===== src/hdl/pida_pkg.sv =====
// package for the positional insert/delete list
// widths, operation and status codes, cell control struct; no dependencies
package pida_pkg;

   localparam int CAPACITY = 64;

   localparam int KIND_W   = 2;
   localparam int POS_W    = 7;
   localparam int DATA_W   = 32;
   localparam int STATUS_W = 2;
   localparam int LEN_W    = 7;

   // count holds 0..CAPACITY, a cell index 0..CAPACITY-1
   localparam int CNT_W  = $clog2(CAPACITY + 1);
   localparam int CIDX_W = (CAPACITY > 1) ? $clog2(CAPACITY) : 1;
   // common width for comparing positions against the count
   localparam int CMP_W  = (CNT_W > POS_W) ? CNT_W : POS_W;

   // removed-value pick: first level groups, second level merges the groups
   localparam int GROUP  = 8;
   localparam int NGROUP = (CAPACITY + GROUP - 1) / GROUP;

   typedef logic signed [DATA_W-1:0] data_type;

   typedef enum logic [KIND_W-1:0] {
      KIND_INS_AT  = 2'd0,
      KIND_DEL_AT  = 2'd1,
      KIND_INS_END = 2'd2,
      KIND_DEL_END = 2'd3
   } kind_type;

   typedef enum logic [STATUS_W-1:0] {
      ST_DONE = 2'd0,
      ST_BAD  = 2'd1,
      ST_FULL = 2'd2
   } status_type;

   localparam data_type NO_VALUE = '1;

   // broadcast to every cell of the chain
   typedef struct packed {
      logic             ins;
      logic             del;
      logic [CMP_W-1:0] at;
      data_type         value;
   } cell_ctrl_type;

endpackage


===== src/hdl/pida_cell.sv =====
// one storage cell of the list chain; shifts with its neighbours
// depends on pida_pkg
module pida_cell
(
   input  logic                          clock,
   input  logic [pida_pkg::CIDX_W-1:0]   idx,
   input  pida_pkg::cell_ctrl_type       ctrl,
   input  pida_pkg::data_type            lower,
   input  pida_pkg::data_type            upper,
   output pida_pkg::data_type            value_out,
   output pida_pkg::data_type            sel_out
);
   import pida_pkg::*;

   data_type         entry_ff;
   data_type         entry_in;
   logic [CMP_W-1:0] my_idx;

   assign my_idx = CMP_W'(idx);

   always_comb begin
      entry_in = entry_ff;
      if (ctrl.ins) begin
         if (my_idx == ctrl.at) begin
            entry_in = ctrl.value;
         end else if (my_idx > ctrl.at) begin
            entry_in = lower;
         end
      end else if (ctrl.del) begin
         if (my_idx >= ctrl.at) begin
            entry_in = upper;
         end
      end
   end

   always_ff @(posedge clock) begin
      entry_ff <= entry_in;
   end

   assign value_out = entry_ff;
   // offer own entry when addressed, for the removed-value pick
   assign sel_out   = (my_idx == ctrl.at) ? entry_ff : '0;
endmodule


===== config.mk =====
export PLATFORM = sky130hd
export DESIGN_NAME = pida_cell
export DESIGN_NICKNAME = d
export VERILOG_FILES = /design/src/hdl/pida_pkg.sv /design/src/hdl/pida_cell.sv
export SDC_FILE = /design/constraint.sdc
export NUM_CORES = 1
export LEC_CHECK = 0
export BUFFER_PORTS_ARGS = -buffer_cell sky130_fd_sc_hd__buf_2
export CELL_PAD_IN_SITES_DETAIL_PLACEMENT = 0
export CELL_PAD_IN_SITES_GLOBAL_PLACEMENT = 1
export CORE_AREA = 3 3 91 93
export DETAILED_ROUTE_END_ITERATION = 12
export DIE_AREA = 0 0 94 96
export PLACE_DENSITY = 0.89
export SLEW_MARGIN = 20
export SYNTH_ARGS = -nofsm -noshare
export SYNTH_HDL_FRONTEND = slang
export SYNTH_SLANG_ARGS = --single-unit

===== constraint.sdc =====
create_clock -name clock -period 12.8 [get_ports clock]
set_input_delay 1.28 -clock clock [delete_from_list [all_inputs] [get_ports clock]]
set_output_delay 1.28 -clock clock [all_outputs]
set_load 0.005 [all_outputs]

==> results of run 1 <==
metrics by stage:
step	std cells	power (mW)	hold WS, ns
final	503	0.265	1.34
after detailed placement	496	0.196	1.63
after global routing	503	0.281	1.35
after global placement	496	0.195	1.62
after CTS	503	0.270	1.33
after floorplan	243	0.163	1.53
cell usage in the layout (no fill, tap or decap):
master and instances:
a211oi_1 1, a21o_1 1, a21oi_1 1, a31oi_1 32, and3_1 32, and3_2 1, and4b_4 1, buf_2 175
buf_4 3, clkbuf_1 1, clkbuf_8 5, clkinv_2 1, edfxtp_1 32, ha_1 6, inv_1 6, nand2b_1 1
nand3_1 32, nand3_2 1, nand4b_1 1, nor2_1 33, o21ai_0 33, o32ai_4 1, or2_2 1
area by class of cell:
| type | instances | area [um^2] | area share, % |
|---|---|---|---|
| clock buffers | 6 | 72.6 | 2.33 |
| clock inverters | 1 | 5.00 | 0.161 |
| inverters | 6 | 22.5 | 0.724 |
| multi-input cells | 178 | 1020 | 32.9 |
| flip-flops and latches | 32 | 961 | 30.9 |
| well taps | 102 | 128 | 4.10 |
| repair buffers | 178 | 898 | 28.9 |
power by group through the flow:
stage | Combinational (mW) | Sequential, mW | Clock (mW)
2_1_floorplan | 0.0275 | 0.136 | 0
3_3_place_gp | 0.0603 | 0.135 | 0
3_5_place_dp | 0.0612 | 0.135 | 0
4_1_cts | 0.0615 | 0.133 | 0.0758
5_1_grt | 0.0688 | 0.134 | 0.0784
6_report | 0.0611 | 0.133 | 0.0712
worst min-delay path, stage by stage:
cell     delay [ns]
buf_2          0.08
nor2_1         0.03
a31oi_1        0.12
cell usage after synthesis, drive strengths merged:
| cell | n | area share (%) |
|---|---|---|
| edfxtp | 32 | 45 |
| nand3 | 33 | 7.8 |
| a21oi | 1 | 0.24 |
| clkbuf | 18 | 3.4 |
| a211oi | 1 | 0.35 |
| o32ai | 1 | 0.41 |
| nand2b | 1 | 0.30 |
| a31oi | 32 | 9.5 |
| inv | 6 | 1.1 |
| nor2 | 33 | 5.9 |
| o21ai | 33 | 7.8 |
| a21o | 1 | 0.35 |
| nand4b | 1 | 0.41 |
| or2 | 1 | 0.30 |
| ha | 6 | 3.5 |
| buf | 9 | 3.1 |
| and4b | 1 | 0.47 |
| and3 | 33 | 9.8 |
kinds of logic after synthesis:
group | Yosys count | share of synthesized area [%]
AOI/OAI and AO/OA | 69 | 18.6
adders and majority gates | 6 | 3.55
buffers and inverters | 33 | 7.56
DFF | 32 | 45.4
and+or+nand+nor | 103 | 24.9
routing by layer:
metal / vias to the layer above / global-route usage, % / share of wire, % / wire length (um)
met5: - / 0 / 0 / 0
met4: 0 / 4.21 / 1.4 / 102
met3: 8 / 3.21 / 7.3 / 526
met2: 107 / 26.3 / 51 / 3660
met1: 1123 / 17.7 / 40 / 2910
li1: 1224 / - / - / -
final timing paths:
check / slack [ns] / cells past startpoint / endpoint
worst min-delay path: 1.34 / 3 / value_out[27]
worst max-delay path: 8.50 / 6 / sel_out[3]
==> flow_summary.json, run 1 <==
{
  "status": "finished, final reports clean",
  "die_x_um": 94,
  "dp_hpwl_um": 5230,
  "maxCapViolCount": 0,
  "syn_nets": 361,
  "totalWireLength_um": 7190,
  "grt_pass1_vias": 2194,
  "internal-power_uw": 193,
  "drt-initial-drc-count": 101,
  "yosysUniqueCellTypes": 21,
  "ctsLongestPathBuffers": 2,
  "hold_start": "upper[27]",
  "cts_root_buf": "clkbuf_8",
  "areaGrowthSynthToFinish_pct": 47.0,
  "cts_hold_buffers": 0,
  "final-hold-violation-count": 0,
  "maxSlewViolCount": 0,
  "p_comb_share_pct": 23.1,
  "drtPass1Iterations": 4,
  "worstPathCellList": "buf_2 > inv_1 > ha_1 > and3_2 > and3_1 > buf_2",
  "routed-via-count": 2462,
  "dp_slack_ns": 8.44,
  "port_buffers": 175,
  "power.leakage_nw": 1.55,
  "via_per_inst": 4.89,
  "final_util_pct": 40.9,
  "vdd_ir_drop_max_mv": 0.0407,
  "rows": 32,
  "final_cell_area_um2": 3110,
  "post-route-period-util_pct": 33.6,
  "cts_tree": "done",
  "crit_top_cell": "buf_2",
  "mappedNetlistArea_um2": 2120,
  "arrival_ns": 3.02,
  "path_clk_slew_ns": 0.06,
  "yosys_warnings": 0,
  "rsz0062_at_grt": "false",
  "powerDensity_nw_per_um2": 85.2,
  "gp_congestion": 0.783,
  "ios": 176,
  "max_stage_delay_ns": 0.88,
  "fillers": 797,
  "fmax_ghz": 0.232,
  "antennaDiodeCount": 0,
  "critPathSlowestCell": "and3_2",
  "crit_required_ns": 11.52,
  "slew_headroom_pct": 32.0,
  "synth_cells": 243,
  "post_cts_resized": 0,
  "core_area_um2": 7610,
  "end_kind": "output port",
  "gr-total-overflow": 0,
  "critPathBufInv": 3,
  "yosysSeqAreaShare_pct": 45.4,
  "hold_class": "in2reg",
  "h-tree-depth": 2,
  "setup_viol": 0,
  "grt_usage_pct": 14.7,
  "cts_setup_buffers": 0,
  "die_area_um2": 9020,
  "antenna_found_initial": 0,
  "ys_seq_elements": 32,
  "cts_made_buffers": 5,
  "period_minus_slack_ns": 4.30,
  "crit_path_start": "ctrl[33]",
  "grt_first_pass_wirelength_um": 10500,
  "crit_type": "in2out",
  "switchingPower_uw": 72.2,
  "avgSynthCellArea_um2": 8.71,
  "worst_slack_ns": 8.50,
  "worst_pin_slew_ns": 1.02,
  "wl_per_cell_um": 14.3,
  "drive_gt1_share_pct": 47.1,
  "ant_nets": 0,
  "grt_max_degree": 66,
  "cp-start-kind": "primary input",
  "clockPowerShare_pct": 26.9,
  "final_nets": 519,
  "critPathMaxFanout": 64,
  "critical_path.top_delay_family": "simple AND/OR/NAND/NOR gates",
  "largest_register_ffs": 32,
  "swShare_pct": 27.2,
  "dpl-instance-area_um2": 3030,
  "clock-sinks": 32,
  "die_h_um": 96,
  "fin_setup_tns_ns": 0,
  "drc": 0,
  "initial_utilization_pct": 27.8,
  "seqPwrFrac_pct": 50.1
}
Note: power is estimated with default switching activity, not from simulation.
==> inputs of run 2 (changes only) <==
--- a/config.mk
+++ b/config.mk
@@ -8,10 +8,10 @@
 export BUFFER_PORTS_ARGS = -buffer_cell sky130_fd_sc_hd__buf_2
 export CELL_PAD_IN_SITES_DETAIL_PLACEMENT = 0
 export CELL_PAD_IN_SITES_GLOBAL_PLACEMENT = 1
-export CORE_AREA = 3 3 91 93
+export CORE_AREA = 3 3 95 97
 export DETAILED_ROUTE_END_ITERATION = 12
-export DIE_AREA = 0 0 94 96
-export PLACE_DENSITY = 0.89
+export DIE_AREA = 0 0 98 100
+export PLACE_DENSITY = 0.83
 export SLEW_MARGIN = 20
 export SYNTH_ARGS = -nofsm -noshare
 export SYNTH_HDL_FRONTEND = slang
==> constraint.sdc (replaced) <==
create_clock -name clock -period 4.3 [get_ports clock]
set_input_delay 0.43 -clock clock [delete_from_list [all_inputs] [get_ports clock]]
set_output_delay 0.43 -clock clock [all_outputs]
set_load 0.005 [all_outputs]
==> run 2 against run 1 <==
  * Non-clock buffer count increased by 2
  * Worst setup slack got worse by 6.6 ns
  * Power rose to 3.3 times the previous value
  * Sequential power grew to 3.0 times the previous value
  * Wire length grew 3.8%
  * First-iteration DRC count fell by 29%
  * Critical path depth unchanged
  * Combinational power grew to 3.1 times the previous value
  * Hold slack worse by 0.85 ns
==> flow_summary.json, run 2 (synthesized netlist as in run 1, its figures left out) <==
{
  "grt_usage_pct": 14.3,
  "antenna_found_initial": 0,
  "path_clk_slew_ns": 0.07,
  "fin_setup_tns_ns": 0,
  "areaGrowthSynthToFinish_pct": 49.9,
  "slew_headroom_pct": 59.2,
  "die_area_um2": 9800,
  "dp_slack_ns": 1.69,
  "hold_depth": 3,
  "largest_register_ffs": 32,
  "critPathSlowestCell": "buf_4",
  "crit_type": "in2out",
  "worstPathCellList": "buf_2 > ha_1 > and4b_2 > buf_4 > and3_1 > buf_2",
  "final-hold-violation-count": 0,
  "drc": 0,
  "drt-initial-drc-count": 72,
  "h-tree-depth": 2,
  "antennaDiodeCount": 0,
  "cts_root_buf": "clkbuf_8",
  "gr-total-overflow": 0,
  "die_h_um": 100,
  "cts_setup_buffers": 0,
  "worst_pin_slew_ns": 0.611,
  "via_per_inst": 4.89,
  "post-route-period-util_pct": 55.2,
  "drive_gt1_share_pct": 47.8,
  "clock-sinks": 32,
  "cp-start-kind": "primary input",
  "powerDensity_nw_per_um2": 274,
  "final_cell_mix": "buf_2 (175), o21ai_0 (33), nor2_1 (33)",
  "core_area_um2": 8220,
  "maxSlewViolCount": 0,
  "crit_top_cell": "buf_2",
  "worst_slack_ns": 1.93,
  "dp_hpwl_um": 5560,
  "arrival_ns": 1.94,
  "cts_hold_buffers": 0,
  "totalWireLength_um": 7470,
  "ctsLongestPathBuffers": 2,
  "ios": 176,
  "final_common_cell": "buf_2",
  "p_total_uw": 871,
  "fmax_ghz": 0.421,
  "max_stage_delay_ns": 0.45,
  "grt_first_pass_wirelength_um": 11400,
  "cts_tree": "done",
  "rows": 33,
  "hold_end": "value_out[29]",
  "die_x_um": 98,
  "drtPass1Iterations": 4,
  "status": "finished, final reports clean",
  "maxCapViolCount": 0,
  "rsz0062_at_grt": "false",
  "routed-via-count": 2491,
  "hold_start": "upper[29]",
  "gp_congestion": 0.796,
  "final_nets": 521,
  "initial_utilization_pct": 25.8,
  "end_kind": "output port",
  "crit_required_ns": 3.87,
  "port_buffers": 175,
  "ant_nets": 0,
  "wl_per_cell_um": 14.7,
  "post_cts_resized": 0,
  "critical_path.top_delay_family": "buffers and inverters",
  "power.leakage_nw": 1.58,
  "grt_pass1_vias": 2379,
  "setup_viol": 0,
  "period_minus_slack_ns": 2.37,
  "critPathMaxFanout": 64,
  "cts_made_buffers": 5,
  "hold_class": "in2reg",
  "grt_max_degree": 66,
  "vdd_ir_drop_max_mv": 0.106,
  "critPathBufInv": 3
}
run 2: changes by cell type in the layout (fill, tap and decap cells not counted), sizes merged:
cell and change:
bufinv +1, buf +2, clkinvlp +1, clkbuf -1
run 2: final cells by class:
| cell class | count | area (um^2) |
|---|---|---|
| Clock buffer | 5 | 68.8 |
| Sequential cell | 32 | 961 |
| Tap cell | 105 | 131 |
| Clock inverter | 3 | 42.5 |
| Multi-Input combinational cell | 178 | 1020 |
| Timing Repair Buffer | 180 | 926 |
| Inverter | 6 | 22.5 |
| Fill cell | 881 | 5040 |
run 2: worst min-delay path: cells and delay by family:
family,cells,cell delay (ns)
AOI/OAI and AO/OA,1,0.12
buffers and inverters,1,0.08
and+or+nand+nor,1,0.03
run 2: metrics by stage:
step | cell area, um^2 | hold slack [ns] | cells | util, %
2_1_floorplan | 2120 | 0.679 | 243 | -
3_3_place_gp | 3040 | 0.776 | 500 | 37.0
3_5_place_dp | 3040 | 0.780 | 500 | 37.0
4_1_cts | 3150 | 0.476 | 508 | 38.3
5_1_grt | 3170 | 0.491 | 509 | 38.6
6_report | 3170 | 0.491 | 509 | 38.6
run 2: how the worst max path moves through the flow:
| stage | start | to | slack, ns | depth (start not counted) |
|---|---|---|---|---|
| after floorplan | ctrl[37] | value_out[0] | 0.16 | 6 |
| after global placement | ctrl[34] | sel_out[20] | 1.76 | 6 |
| after detailed placement | idx[0] | sel_out[20] | 1.69 | 6 |
| after CTS | idx[0] | sel_out[20] | 1.69 | 6 |
| after global routing | ctrl[37] | sel_out[20] | 1.76 | 7 |
| final | idx[5] | sel_out[20] | 1.93 | 6 |
run 2: per-layer routing:
layer | share of wire [%] | global-route usage (%) | wire (um) | vias up
li1 | - | - | - | 1229
met1 | 39 | 16.9 | 2880 | 1128
met2 | 51 | 25.2 | 3780 | 122
met3 | 8.9 | 3.47 | 664 | 12
met4 | 2.0 | 5.11 | 147 | 0
met5 | 0 | 0 | 0 | -
run 2: where the power goes:
group          switching [mW]  internal (mW)  total [mW]
logic                   0.101         0.0859       0.187
clock network           0.118          0.171       0.289
registers              0.0139          0.381       0.395
total                   0.233          0.639       0.871
